<file path="config.mk">
export PLATFORM = sky130hd
export DESIGN_NAME = scanline_triangle_span_filler
export DESIGN_NICKNAME = d
export VERILOG_FILES = /design/src/hw/rtl/stsf_pkg.sv /design/src/hw/rtl/scanline_triangle_span_filler.sv /design/src/hw/rtl/stsf_div.sv
export SDC_FILE = /design/constraint.sdc
export NUM_CORES = 2
export LEC_CHECK = 0
export BUFFER_PORTS_ARGS = -buffer_cell sky130_fd_sc_hd__buf_2
export CELL_PAD_IN_SITES_DETAIL_PLACEMENT = 0
export CELL_PAD_IN_SITES_GLOBAL_PLACEMENT = 1
export CORE_UTILIZATION = 50
export DETAILED_ROUTE_END_ITERATION = 6
export GPL_TIMING_DRIVEN = 0
export HOLD_SLACK_MARGIN = 0.08
export PLACE_DENSITY = 0.81
export SYNTH_ARGS = -nofsm -noshare
export SYNTH_HDL_FRONTEND = slang
export SYNTH_SLANG_ARGS = --single-unit
</file>
<file path="constraint.sdc">
create_clock -name clk -period 20.6 [get_ports clk]
set_input_delay 4.12 -clock clk [delete_from_list [all_inputs] [get_ports clk]]
set_output_delay 4.12 -clock clk [all_outputs]
set_load 0.05 [all_outputs]
</file>
<file path="src/hw/rtl/stsf_pkg.sv">
// Shared types and constants for the scanline triangle span filler.
// Used by stsf_div and scanline_triangle_span_filler; depends on nothing.
`default_nettype none

package stsf_pkg;

    // Fixed widths of the result word and configuration registers
    localparam int OUT_W      = 14;
    localparam int COLOUR_W   = 24;
    localparam int ORIGIN_W   = 11;
    localparam int OUT_DATA_W = 72;   // 3*OUT_W + COLOUR_W = 66, padded to bytes

    // Input selector carried on s_tuser
    localparam logic OP_LOAD  = 1'b0;
    localparam logic OP_FETCH = 1'b1;

    // Configuration register indexes
    localparam logic [0:0] REG_ORIGIN_X = 1'b0;
    localparam logic [0:0] REG_ORIGIN_Y = 1'b1;

    // Span sequencer states
    typedef enum logic [3:0] {
        S_IDLE,
        S_PREP,
        S_M0,
        S_M1,
        S_M2,
        S_M3,
        S_M4,
        S_M5,
        S_CMP,
        S_DL_GO,
        S_DL_WAIT,
        S_DR_GO,
        S_DR_WAIT,
        S_EMIT
    } state_t;

    // Divider request and status
    typedef struct packed {
        logic start;
        logic floor_mode;   // 0: truncate toward zero, 1: floor
    } div_ctrl_t;

    typedef struct packed {
        logic busy;
        logic done;
    } div_stat_t;

endpackage

`default_nettype wire

</file>
<file path="src/hw/rtl/scanline_triangle_span_filler.sv">
// Scanline triangle span filler: holds one y-sorted triangle, emits one span per fetch while one is loaded.
// Depends on stsf_pkg and stsf_div.
//
//  channel  | dir | handshake         | contents
//  ---------+-----+-------------------+-------------------------------------------
//  s_*      | in  | s_tvalid/s_tready | op on s_tuser, vertices and colour on s_tdata
//  m_*      | out | m_tvalid/m_tready | span on m_tdata, empty on m_tuser, m_tlast
//  cfg_*    | in  | cfg_we            | origin_x / origin_y by cfg_addr
//
// A load word is sorted combinationally and stored in its accept cycle.
// A fetch word keeps s_tready low after its accept until its span is emitted, through six
// steps of the shared multiplier and then two passes of the bit-serial divider.
// A fetch with no triangle loaded is dropped in its accept cycle.
// The result register lets a new word in while a span waits on m_tready; a second
// span holds in its last step, with s_tready low, until the first one is taken.
// Reset clears the held triangle, origins and all control state.
`default_nettype none

module scanline_triangle_span_filler #(
    parameter  int COORD_BITS = 12,
    localparam int IN_DATA_W  = ((6 * COORD_BITS + 24 + 7) / 8) * 8
) (
    input  wire logic                               clk,
    input  wire logic                               rst_n,
    // slave stream
    input  wire logic                               s_tvalid,
    output logic                                    s_tready,
    // ax_in, ay_in, bx_in, by_in, cx_in, cy_in, fill_colour
    input  wire logic [IN_DATA_W-1:0]               s_tdata,
    // op
    input  wire logic                               s_tuser,
    // master stream
    output logic                                    m_tvalid,
    input  wire logic                               m_tready,
    // row_y, span_start, span_end, span_colour, zero pad
    output logic [stsf_pkg::OUT_DATA_W-1:0]         m_tdata,
    // span_empty
    output logic                                    m_tuser,
    // span_last
    output logic                                    m_tlast,
    // configuration
    input  wire logic                               cfg_we,
    input  wire logic [0:0]                         cfg_addr,
    input  wire logic [stsf_pkg::ORIGIN_W-1:0]      cfg_data
);

    localparam int CW = COORD_BITS;
    localparam int NW = 2 * CW + 1;
    localparam int MW = NW + CW + 1;
    localparam int SW = ((CW > stsf_pkg::OUT_W) ? CW : stsf_pkg::OUT_W) + 2;
    localparam int OW = stsf_pkg::OUT_W;
    localparam int PAD_W = stsf_pkg::OUT_DATA_W - 3 * OW - stsf_pkg::COLOUR_W;

    stsf_pkg::state_t state_reg, state_next;

    // Held triangle and configuration
    logic [stsf_pkg::ORIGIN_W-1:0]  origin_x_reg;
    logic [stsf_pkg::ORIGIN_W-1:0]  origin_y_reg;
    logic signed [CW-1:0]           sx_reg [3];
    logic signed [CW-1:0]           sy_reg [3];
    logic [CW-1:0]                  row_index_reg;
    logic [stsf_pkg::COLOUR_W-1:0]  colour_reg;
    logic                           active_reg;

    // Per-span working registers
    logic signed [CW:0]   tot_reg;
    logic signed [CW:0]   seg_reg;
    logic signed [CW:0]   k_reg;
    logic signed [CW-1:0] base_reg;
    logic signed [CW:0]   dx_reg;
    logic signed [CW:0]   dxa_reg;
    logic signed [MW-1:0] prod_reg;
    logic signed [MW-1:0] cross_reg;
    logic signed [NW-1:0] an_reg;
    logic signed [NW-1:0] bn_reg;
    logic signed [NW-1:0] ln_reg;
    logic signed [NW-1:0] rn_reg;
    logic [CW-1:0]        ld_reg;
    logic [CW-1:0]        rd_reg;
    logic signed [CW:0]   start_reg;
    logic signed [CW:0]   end_reg;

    // Output register
    logic                           m_tvalid_reg;
    logic [stsf_pkg::OUT_DATA_W-1:0] m_tdata_reg;
    logic                           m_tuser_reg;
    logic                           m_tlast_reg;

    // Input unpack and sort network
    logic signed [CW-1:0]           in_x [3];
    logic signed [CW-1:0]           in_y [3];
    logic signed [CW-1:0]           st1_x [3];
    logic signed [CW-1:0]           st1_y [3];
    logic signed [CW-1:0]           st2_x [3];
    logic signed [CW-1:0]           st2_y [3];
    logic signed [CW-1:0]           st3_x [3];
    logic signed [CW-1:0]           st3_y [3];
    logic [stsf_pkg::COLOUR_W-1:0]  in_colour;
    logic                           in_go;

    // Row setup
    logic signed [CW:0]   i_s;
    logic signed [CW:0]   cur_tot;
    logic signed [CW:0]   h1;
    logic                 second;
    logic signed [CW:0]   seg_raw;

    // Shared multiplier
    logic signed [NW-1:0] mul_a;
    logic signed [CW:0]   mul_b;
    logic signed [MW-1:0] mul_p;

    // Divider link
    stsf_pkg::div_ctrl_t  div_ctrl;
    stsf_pkg::div_stat_t  div_stat;
    logic signed [NW-1:0] div_num;
    logic [CW-1:0]        div_den;
    logic signed [CW:0]   div_quo;

    // Result assembly
    logic                 emit_go;
    logic                 last_w;
    logic [SW-1:0]        row_sum;
    logic [SW-1:0]        start_sum;
    logic [SW-1:0]        end_sum;

    // Unpack the load word
    assign in_x[0]   = s_tdata[CW-1:0];
    assign in_y[0]   = s_tdata[2*CW-1:CW];
    assign in_x[1]   = s_tdata[3*CW-1:2*CW];
    assign in_y[1]   = s_tdata[4*CW-1:3*CW];
    assign in_x[2]   = s_tdata[5*CW-1:4*CW];
    assign in_y[2]   = s_tdata[6*CW-1:5*CW];
    assign in_colour = s_tdata[6*CW+stsf_pkg::COLOUR_W-1:6*CW];
    assign in_go     = s_tvalid && s_tready;

    // Compare-swaps (0,1), (0,2), (1,2); swap only on strictly greater
    always_comb
    begin
        st1_x = in_x;
        st1_y = in_y;
        if (in_y[0] > in_y[1])
        begin
            st1_x[0] = in_x[1]; st1_y[0] = in_y[1];
            st1_x[1] = in_x[0]; st1_y[1] = in_y[0];
        end
        st2_x = st1_x;
        st2_y = st1_y;
        if (st1_y[0] > st1_y[2])
        begin
            st2_x[0] = st1_x[2]; st2_y[0] = st1_y[2];
            st2_x[2] = st1_x[0]; st2_y[2] = st1_y[0];
        end
        st3_x = st2_x;
        st3_y = st2_y;
        if (st2_y[1] > st2_y[2])
        begin
            st3_x[1] = st2_x[2]; st3_y[1] = st2_y[2];
            st3_x[2] = st2_x[1]; st3_y[2] = st2_y[1];
        end
    end

    // Row setup terms from the held triangle
    assign i_s     = $signed({1'b0, row_index_reg});
    assign cur_tot = (CW + 1)'(sy_reg[2]) - (CW + 1)'(sy_reg[0]);
    assign h1      = (CW + 1)'(sy_reg[1]) - (CW + 1)'(sy_reg[0]);
    assign second  = (i_s > h1) || (h1 == '0);
    assign seg_raw = second ? ((CW + 1)'(sy_reg[2]) - (CW + 1)'(sy_reg[1])) : h1;

    // Multiplier operand select
    always_comb
    begin
        mul_a = '0;
        mul_b = '0;
        unique case (state_reg)
            stsf_pkg::S_M0:
            begin
                mul_a = NW'(sx_reg[0]);
                mul_b = tot_reg;
            end
            stsf_pkg::S_M1:
            begin
                mul_a = NW'(dxa_reg);
                mul_b = i_s;
            end
            stsf_pkg::S_M2:
            begin
                mul_a = NW'(base_reg);
                mul_b = seg_reg;
            end
            stsf_pkg::S_M3:
            begin
                mul_a = NW'(dx_reg);
                mul_b = k_reg;
            end
            stsf_pkg::S_M4:
            begin
                mul_a = an_reg;
                mul_b = seg_reg;
            end
            stsf_pkg::S_M5:
            begin
                mul_a = bn_reg;
                mul_b = tot_reg;
            end
            default:
            begin
                mul_a = '0;
                mul_b = '0;
            end
        endcase
    end

    assign mul_p = mul_a * mul_b;

    // Divider requests: left edge truncated, right edge floored
    assign div_ctrl.start      = (state_reg == stsf_pkg::S_DL_GO) ||
                                 (state_reg == stsf_pkg::S_DR_GO);
    assign div_ctrl.floor_mode = (state_reg == stsf_pkg::S_DR_GO);
    assign div_num             = (state_reg == stsf_pkg::S_DR_GO) ? rn_reg : ln_reg;
    assign div_den             = (state_reg == stsf_pkg::S_DR_GO) ? rd_reg : ld_reg;

    stsf_div #(
        .COORD_BITS (COORD_BITS)
    ) u_div (
        .clk   (clk),
        .rst_n (rst_n),
        .ctrl  (div_ctrl),
        .num   (div_num),
        .den   (div_den),
        .stat  (div_stat),
        .quo   (div_quo)
    );

    // Span result terms
    assign emit_go   = !m_tvalid_reg || m_tready;
    assign last_w    = (i_s + 1'b1) == tot_reg;
    assign row_sum   = SW'(sy_reg[0]) + SW'(row_index_reg) + SW'(origin_y_reg);
    assign start_sum = SW'(start_reg) + SW'(origin_x_reg);
    assign end_sum   = SW'(end_reg) + SW'(origin_x_reg);

    // Sequencer next state
    always_comb
    begin
        state_next = state_reg;
        s_tready   = (state_reg == stsf_pkg::S_IDLE);
        unique case (state_reg)
            stsf_pkg::S_IDLE:
                if (in_go && (s_tuser == stsf_pkg::OP_FETCH) && active_reg)
                    state_next = stsf_pkg::S_PREP;
            stsf_pkg::S_PREP:    state_next = stsf_pkg::S_M0;
            stsf_pkg::S_M0:      state_next = stsf_pkg::S_M1;
            stsf_pkg::S_M1:      state_next = stsf_pkg::S_M2;
            stsf_pkg::S_M2:      state_next = stsf_pkg::S_M3;
            stsf_pkg::S_M3:      state_next = stsf_pkg::S_M4;
            stsf_pkg::S_M4:      state_next = stsf_pkg::S_M5;
            stsf_pkg::S_M5:      state_next = stsf_pkg::S_CMP;
            stsf_pkg::S_CMP:     state_next = stsf_pkg::S_DL_GO;
            stsf_pkg::S_DL_GO:   state_next = stsf_pkg::S_DL_WAIT;
            stsf_pkg::S_DL_WAIT:
                if (div_stat.done)
                    state_next = stsf_pkg::S_DR_GO;
            stsf_pkg::S_DR_GO:   state_next = stsf_pkg::S_DR_WAIT;
            stsf_pkg::S_DR_WAIT:
                if (div_stat.done)
                    state_next = stsf_pkg::S_EMIT;
            stsf_pkg::S_EMIT:
                if (emit_go)
                    state_next = stsf_pkg::S_IDLE;
            default:             state_next = stsf_pkg::S_IDLE;
        endcase
    end

    // State register
    always_ff @(posedge clk or negedge rst_n)
    begin
        if (!rst_n)
            state_reg <= stsf_pkg::S_IDLE;
        else
            state_reg <= state_next;
    end

    // Configuration, held triangle and output handshake
    always_ff @(posedge clk or negedge rst_n)
    begin
        if (!rst_n)
        begin
            origin_x_reg  <= '0;
            origin_y_reg  <= '0;
            sx_reg        <= '{default: '0};
            sy_reg        <= '{default: '0};
            row_index_reg <= '0;
            colour_reg    <= '0;
            active_reg    <= 1'b0;
            m_tvalid_reg  <= 1'b0;
        end
        else
        begin
            if (cfg_we)
            begin
                unique case (cfg_addr)
                    stsf_pkg::REG_ORIGIN_X: origin_x_reg <= cfg_data;
                    stsf_pkg::REG_ORIGIN_Y: origin_y_reg <= cfg_data;
                endcase
            end

            if (in_go && (s_tuser == stsf_pkg::OP_LOAD))
            begin
                sx_reg        <= st3_x;
                sy_reg        <= st3_y;
                colour_reg    <= in_colour;
                row_index_reg <= '0;
                active_reg    <= (st3_y[2] > st3_y[0]);
            end

            // A new span refills the register; otherwise a taken word clears it
            if ((state_reg == stsf_pkg::S_EMIT) && emit_go)
            begin
                m_tvalid_reg  <= 1'b1;
                row_index_reg <= row_index_reg + 1'b1;
                if (last_w)
                    active_reg <= 1'b0;
            end
            else if (m_tready)
                m_tvalid_reg <= 1'b0;
        end
    end

    // Span datapath
    always_ff @(posedge clk)
    begin
        case (state_reg)
            stsf_pkg::S_PREP:
            begin
                tot_reg  <= cur_tot;
                seg_reg  <= (seg_raw > '0) ? seg_raw : (CW + 1)'(1);
                k_reg    <= second ? (i_s - h1) : i_s;
                base_reg <= second ? sx_reg[1] : sx_reg[0];
                dx_reg   <= second ? ((CW + 1)'(sx_reg[2]) - (CW + 1)'(sx_reg[1]))
                                   : ((CW + 1)'(sx_reg[1]) - (CW + 1)'(sx_reg[0]));
                dxa_reg  <= (CW + 1)'(sx_reg[2]) - (CW + 1)'(sx_reg[0]);
            end
            stsf_pkg::S_M0:
                prod_reg <= mul_p;
            stsf_pkg::S_M1:
            begin
                an_reg   <= prod_reg[NW-1:0];
                prod_reg <= mul_p;
            end
            stsf_pkg::S_M2:
            begin
                an_reg   <= an_reg + prod_reg[NW-1:0];
                prod_reg <= mul_p;
            end
            stsf_pkg::S_M3:
            begin
                bn_reg   <= prod_reg[NW-1:0];
                prod_reg <= mul_p;
            end
            stsf_pkg::S_M4:
            begin
                bn_reg   <= bn_reg + prod_reg[NW-1:0];
                prod_reg <= mul_p;
            end
            stsf_pkg::S_M5:
            begin
                cross_reg <= prod_reg;
                prod_reg  <= mul_p;
            end
            // an/tot versus bn/seg by cross products; the smaller is the left edge
            stsf_pkg::S_CMP:
            begin
                if (cross_reg > prod_reg)
                begin
                    ln_reg <= bn_reg;  ld_reg <= seg_reg[CW-1:0];
                    rn_reg <= an_reg;  rd_reg <= tot_reg[CW-1:0];
                end
                else
                begin
                    ln_reg <= an_reg;  ld_reg <= tot_reg[CW-1:0];
                    rn_reg <= bn_reg;  rd_reg <= seg_reg[CW-1:0];
                end
            end
            stsf_pkg::S_DL_WAIT:
                if (div_stat.done)
                    start_reg <= div_quo;
            stsf_pkg::S_DR_WAIT:
                if (div_stat.done)
                    end_reg <= div_quo;
            stsf_pkg::S_EMIT:
                if (emit_go)
                begin
                    m_tdata_reg <= {{PAD_W{1'b0}}, colour_reg, end_sum[OW-1:0],
                                    start_sum[OW-1:0], row_sum[OW-1:0]};
                    m_tuser_reg <= (start_reg > end_reg);
                    m_tlast_reg <= last_w;
                end
            default:
            begin
            end
        endcase
    end

    assign m_tvalid = m_tvalid_reg;
    assign m_tdata  = m_tdata_reg;
    assign m_tuser  = m_tuser_reg;
    assign m_tlast  = m_tlast_reg;

    // Checks
    a_div_start_free: assert property (@(posedge clk) disable iff (!rst_n)
        div_ctrl.start |-> !div_stat.busy)
        else $error("divider started while busy");

    a_div_done_waited: assert property (@(posedge clk) disable iff (!rst_n)
        div_stat.done |-> (state_reg == stsf_pkg::S_DL_WAIT ||
                           state_reg == stsf_pkg::S_DR_WAIT))
        else $error("divider result arrived outside a wait state");

    a_row_in_range: assert property (@(posedge clk) disable iff (!rst_n)
        active_reg |-> (i_s < cur_tot))
        else $error("row index beyond triangle height while active");

    a_last_retires: assert property (@(posedge clk) disable iff (!rst_n)
        (state_reg == stsf_pkg::S_EMIT && emit_go && last_w) |=> !active_reg)
        else $error("final span did not retire the triangle");

    a_empty_fetch_drop: assert property (@(posedge clk) disable iff (!rst_n)
        (in_go && s_tuser == stsf_pkg::OP_FETCH && !active_reg)
        |=> (state_reg == stsf_pkg::S_IDLE))
        else $error("fetch without triangle started a span");

endmodule

`default_nettype wire

</file>
<file path="src/hw/rtl/stsf_div.sv">
// Radix-2 restoring signed divider, one quotient bit per cycle.
// Depends on stsf_pkg (div_ctrl_t, div_stat_t).
// The quotient magnitude must be below 2**COORD_BITS (true for edge positions).
`default_nettype none

module stsf_div #(
    parameter  int COORD_BITS = 12,
    localparam int NW         = 2 * COORD_BITS + 1,
    localparam int CNT_W      = $clog2(COORD_BITS)
) (
    input  wire logic                     clk,
    input  wire logic                     rst_n,
    input  wire stsf_pkg::div_ctrl_t      ctrl,
    input  wire logic signed [NW-1:0]     num,
    input  wire logic [COORD_BITS-1:0]    den,
    output stsf_pkg::div_stat_t           stat,
    output logic signed [COORD_BITS:0]    quo
);

    localparam int CW = COORD_BITS;

    logic                 busy_reg;
    logic                 fin_reg;
    logic                 done_reg;
    logic [CNT_W-1:0]     cnt_reg;
    logic [CW-1:0]        rem_reg;
    logic [CW-1:0]        dvd_reg;
    logic [CW-1:0]        den_reg;
    logic [CW-1:0]        q_reg;
    logic                 neg_reg;
    logic                 floor_reg;
    logic signed [CW:0]   quo_reg;

    logic [NW-1:0]        num_abs;
    logic [CW:0]          shifted;
    logic [CW:0]          trial;
    logic                 ge;
    logic [CW-1:0]        rem_next;
    logic [CW:0]          mag_q;
    logic [CW:0]          adj;
    logic signed [CW:0]   res;

    // Magnitude of the dividend
    assign num_abs = num[NW-1] ? (~num + 1'b1) : num;

    // One restoring step
    assign shifted  = {rem_reg, dvd_reg[CW-1]};
    assign trial    = shifted - {1'b0, den_reg};
    assign ge       = (shifted >= {1'b0, den_reg});
    assign rem_next = ge ? trial[CW-1:0] : shifted[CW-1:0];

    // Sign and rounding fixup
    assign mag_q = {1'b0, q_reg};
    assign adj   = {{CW{1'b0}}, (floor_reg && (rem_reg != '0))};
    assign res   = neg_reg ? $signed(~mag_q + 1'b1 - adj) : $signed(mag_q);

    // Control flags
    always_ff @(posedge clk or negedge rst_n)
    begin
        if (!rst_n)
        begin
            busy_reg <= 1'b0;
            fin_reg  <= 1'b0;
            done_reg <= 1'b0;
        end
        else
        begin
            done_reg <= fin_reg;
            fin_reg  <= busy_reg && (cnt_reg == '0);
            if (ctrl.start)
                busy_reg <= 1'b1;
            else if (busy_reg && (cnt_reg == '0))
                busy_reg <= 1'b0;
        end
    end

    // Datapath
    always_ff @(posedge clk)
    begin
        if (ctrl.start)
        begin
            rem_reg   <= num_abs[2*CW-1:CW];
            dvd_reg   <= num_abs[CW-1:0];
            den_reg   <= den;
            neg_reg   <= num[NW-1];
            floor_reg <= ctrl.floor_mode;
            cnt_reg   <= CNT_W'(CW - 1);
        end
        else if (busy_reg)
        begin
            rem_reg <= rem_next;
            dvd_reg <= {dvd_reg[CW-2:0], 1'b0};
            q_reg   <= {q_reg[CW-2:0], ge};
            cnt_reg <= cnt_reg - 1'b1;
        end
        if (fin_reg)
            quo_reg <= res;
    end

    assign stat.busy = busy_reg;
    assign stat.done = done_reg;
    assign quo       = quo_reg;

endmodule

`default_nettype wire
</file>
# ---- Word-level counts from Yosys, hierarchy flattened
# Index checks and enable logic that the tools add are counted.
dict set report op_classes {
  reduce_logical 31
  muxes 43
  n_addsub 20
  bitwise 5
  n_mul 1
  n_lt_le_gt_ge 9
  eq_ne 18
}
# op n
set op_table {}
lappend op_table {{12-bit 2-to-1 mux} 17}
lappend op_table {{25-bit case mux with 6 select lines} 1}
lappend op_table {{24-bit 2-to-1 mux} 5}
lappend op_table {{25-bit case mux with 2 select lines} 2}
lappend op_table {{12-bit by 12-bit subtractor with 13-bit output} 6}
lappend op_table {{25-bit 2-to-1 mux} 3}
lappend op_table {{4-bit case mux with 14 select lines} 1}
lappend op_table {{13-bit case mux with 4 select lines} 1}
lappend op_table {{25-bit adder} 2}
lappend op_table {{12-bit > comparator} 4}
lappend op_table {{38-bit > comparator} 1}
lappend op_table {{25-bit by 13-bit multiplier with 38-bit output} 1}
lappend op_table {{13-bit by 12-bit adder with 14-bit output} 2}
lappend op_table {{13-bit > comparator} 2}
lappend op_table {{13-bit 2-to-1 mux} 2}
lappend op_table {{24-bit by 1-bit adder with 24-bit output, second input constant} 1}
lappend op_table {{4-bit == test, second input constant} 6}
lappend op_table {{24-bit NOT} 1}
lappend op_table {{4-bit by 3-bit == test with 1-bit output, second input constant} 4}
lappend op_table {{4-bit 2-to-1 mux} 4}
lappend op_table {{12-bit by 13-bit adder with 14-bit output} 1}
lappend op_table {{14-bit by 12-bit adder with 14-bit output} 1}
lappend op_table {{12-bit by 1-bit adder with 13-bit output, second input constant} 1}
lappend op_table {{13-bit by 1-bit adder with 13-bit output, second input constant} 1}
lappend op_table {{26 further kinds} 57}
dict set report totals {
  elab_cells 172
  ff_bits 577
  output_inout_bits 76
}

# ---- Longest topological paths before layout
dict set report logic_depth {
  ltp_word 10
  mapped_depth 43
  depth_no_buf 37
}

# ---- Hierarchy
# From an unflattened synthesis, not the netlist that was laid out.
dict set report hier_totals {
  hier_cells 4605
  area_unflattened_um2 45956.6
}
# module area_per_inst_um2 instances seq_area_each_um2 cells_per_inst
set by_module_without_submodules {}
lappend by_module_without_submodules {scanline_triangle_span_filler 41618.7 1 14543.9 4200}
lappend by_module_without_submodules {stsf_div 4337.9 1 2047.0 405}

# ---- Worst setup path before layout
# Ideal clock, no wire load.
dict set report synth_path {
  path_kind {input to register}
  startpoint {input s_tdata[42]}
  endpoint {register active_reg}
  setup_ns 0.263
  stages 42
  path_slack_ns 8.583
  t_arrival_ns 11.754
  t_required_ns 20.337
  path_cell_list {clkbuf_1 -> inv_1 -> ha_1 -> nand2_1 -> o21a_1 -> o2111a_1 -> a21oi_4 -> buf_2 -> buf_1 -> mux2_2 -> ha_1 -> a21oi_1 -> a211oi_1 -> nor2_1 -> a211oi_1 -> buf_2 -> buf_1 -> nor2_1 -> (+6 left out) -> a41oi_1 -> a21boi_0 -> a2111o_1 -> buf_2 -> buf_2 -> mux2i_1 -> ha_1 -> nor2b_1 -> o21a_1 -> o21a_1 -> o21a_1 -> o21a_1 -> o21a_1 -> o21a_1 -> o21ai_0 -> a21oi_1 -> nor3_1 -> a211oi_1}
}
# item line_no
set synth_rtl {}
lappend synth_rtl {{start, declared} scanline_triangle_span_filler.sv:29} ;# input wire logic [IN_DATA_W-1:0] s_tdata,
lappend synth_rtl {{end signal, assigned} scanline_triangle_span_filler.sv:313} ;# active_reg <= (st3_y[2] > st3_y[0]);
lappend synth_rtl {{end, declared} scanline_triangle_span_filler.sv:63} ;# logic active_reg;

==> results.py <==
metrics = {
    "outcome": {
        "outcome": "complete, but fails checks",
        "failed_checks": "max-slew violations",
    },
    "worst_setup_path": {
        "rrSetupSlack_ps": 9810,
        "worstPathArrival_ps": 13690,
        "critPathKind": "input pin to flip-flop",
        "crit_path_frequent_cell": "o21a_1",
        "critPathMaxFanout": 10,
        "critPathRequiredTime_ps": 21080,
        "startpoint_type": "input pin",
        "cpPeakStageDelay_ps": 570,
        "end_kind": "flip-flop",
        "crit_slowest_cell": "buf_1",
    },
    "clock_network": {
        "numCtsBuffers": 66,
        "tritoncts": "done",
        "clock_tree.root_cell": "clkbuf_16",
        "cts.sinks": 577,
        "cts_resized": 0,
        "cts_setup_buffers": 0,
        "htreeDepth": 3,
        "clock_path_buffers": 3,
        "ctsHoldBuffers": 0,
        "clkLatencyLatePin_ps": 640,
        "cts.clk_slew.worst_paths_ps": 60,
    },
    "floorplanning": {
        "core_area_um2": 90600,
        "fp.dieW_um": 305,
        "dieArea_um2": 93200,
        "io_pins": 190,
        "rows": 110,
        "start_util": 0.508,
        "die-height_um": 305,
    },
    "grt": {
        "antenna_found_initial": 5,
        "gr-total-overflow": 0,
        "grt_max_degree": 73,
        "grt_usage": 0.277,
        "grt_pass1_vias": 34500,
        "grt_pass1_wl_mm": 199,
    },
    "cells_and_area": {
        "largest_reg_flops": 66,
        "drive_gt1_frac": 0.0988,
        "areaGrowthSynthToFinish_pct": 10.7,
        "nets": 5682,
    },
    "yosys": {
        "yosys-top-cells-count": "627 x nand2_1, 529 x inv_1, 434 x edfxtp_1",
        "async_flop_share": 0.241,
        "ys_seq_area_frac": 0.361,
        "synth_ff_type": "edfxtp_1",
        "synth_cell_types": 82,
        "yosysWarnings": 0,
        "synthTopCellsByArea": "edfxtp_1 28%, fa_1 14%, ha_1 10%",
        "yosysMostFrequentCell": "nand2_1",
        "netlist_instances": 4587,
        "avgSynthCellArea_um2": 10.0,
        "netlist_area_um2": 46000,
        "synth_top_area_frac": 0.283,
        "post-synth-top-area-cell": "edfxtp_1",
        "ys_ff_latch": 577,
        "synth_edf_count": 434,
    },
    "power_and_ir_drop": {
        "vdd_drop_max_mv": 0.0458,
        "power_density_nw_per_um2": 53.9,
        "p_leak_nw": 21.4,
        "totalPowerFinal_mw": 2.74,
    },
    "placement": {
        "dp_slack_ps": 6820,
        "dp_hpwl_mm": 103,
        "gp_congestion": 0.951,
        "numPortBuffers": 182,
    },
    "sta": {
        "rsz0062_at_grt": "false",
        "setup_tns_ps": 0,
        "hold_violations": 0,
        "fin_worst_skew_ps": 33.6,
        "fin_crit_sh": 0.641,
        "setup_ws_ps": 7390,
        "fmax_mhz": 75.7,
        "setup_viol": 0,
        "report.final.slew_viol_count": 5,
        "slew_headroom": -0.0109,
        "period_needed_ps": 13210,
        "worst_pin_slew_ps": 1520,
    },
    "route": {
        "via_count": 34500,
        "dr.pass1.iters": 6,
        "viasPerCell": 5.66,
        "first_iter_violations": 2895,
        "wl_per_cell_um": 21.0,
        "drc_errors": 0,
        "wirelength_mm": 128,
        "antenna_left": 0,
    },
    "run": {
        "max_cap_viol_count": 0,
    },
    "worst_hold_path": {
        "hold_path.class": "flip-flop to flip-flop",
    },
}
-- final cells by class --
cell class                      instances  area, µm²
Antenna cell                            1       2.50
Buffer                                166        664
Clock buffer                           81       1790
Clock inverter                         40        388
Fill cell                            8032      39700
Inverter                              532       2000
Multi-Input combinational cell       3317      26800
Sequential cell                       577      16600
Tap cell                             1176       1470
Timing Repair Buffer                  205       1190
-- where the power goes --
group	switching, mW	total, mW	internal (mW)
clock	0.508	1.19	0.678
combinational	0.183	0.303	0.120
sequential	0.00861	1.26	1.25
-- cells by family after synthesis --
family	count (synthesis)	share of synthesized area
AO/OA/AOI/OAI	881	0.121
XOR/XNOR	207	0.0394
adder cells (fa/ha/maj)	703	0.243
buffers and inverters	698	0.0578
flip-flops	577	0.361
multiplexers	243	0.0564
other	1	0.0000816
AND/OR/NAND/NOR	1277	0.121
-- worst max-delay path, delay by kind of cell --
kind | cells | cell delay (ps)
compound gates | 19 | 3820
fa+ha+maj | 4 | 1310
buf+inv | 8 | 2640
mux | 2 | 720
simple gates | 7 | 1030
-- path summary, 6_finish.rpt --
check / start / to / depth (start not counted)
worst max-delay path: s_tdata[42] / active_reg / 40
worst max register to register: state_reg[0] / prod_reg[36] / 28
worst min-delay path: u_div.quo[3] / start_reg[3] / 0
min in group asynchronous: rst_n / colour_reg[22] / 1
max in group asynchronous: rst_n / sx_reg[34] / 2
worst min register to register: u_div.quo[3] / start_reg[3] / 0
-- metrics by stage --
stage	hold WS, ps	cells	util	area (µm²)
final	442	6095	0.562	50900
after global placement	423	5950	0.534	48400
after CTS	437	6092	0.562	50900
after global routing	437	6095	0.562	50900
after floorplan	421	4592	-	46000
after detailed placement	431	5971	0.538	48700
-- metal layers --
layer	global-route usage	share of wire	vias to the layer above
met5	0	0.00010	-
met4	0.0852	0.027	2
met3	0.0360	0.072	179
met2	0.431	0.44	1090
met1	0.403	0.46	16900
li1	-	-	16400
-- placed cells by master, fill, tap and decap left out, drive strengths merged, types with 15 or more instances in the layout --
master and count:
nand2 627, inv 537, edfxtp 434, ha 385, fa 318, nor2 318
o21ai 309, buf 240, clkbuf 212, a21oi 192, dfrtp 139, xnor2 134
mux2 127, mux2i 116, xor2 73, a21o 61, nand3 51, nand2b 49
nor2b 47, nor3 43, a21boi 42, a22oi 38, nand4 31, and3 30
o21a 30, a211oi 29, o21bai 27, clkinv 27, nor4 18, a221o 17
a31oi 17, o31ai 15
Power figures use the tool's default switching activity.
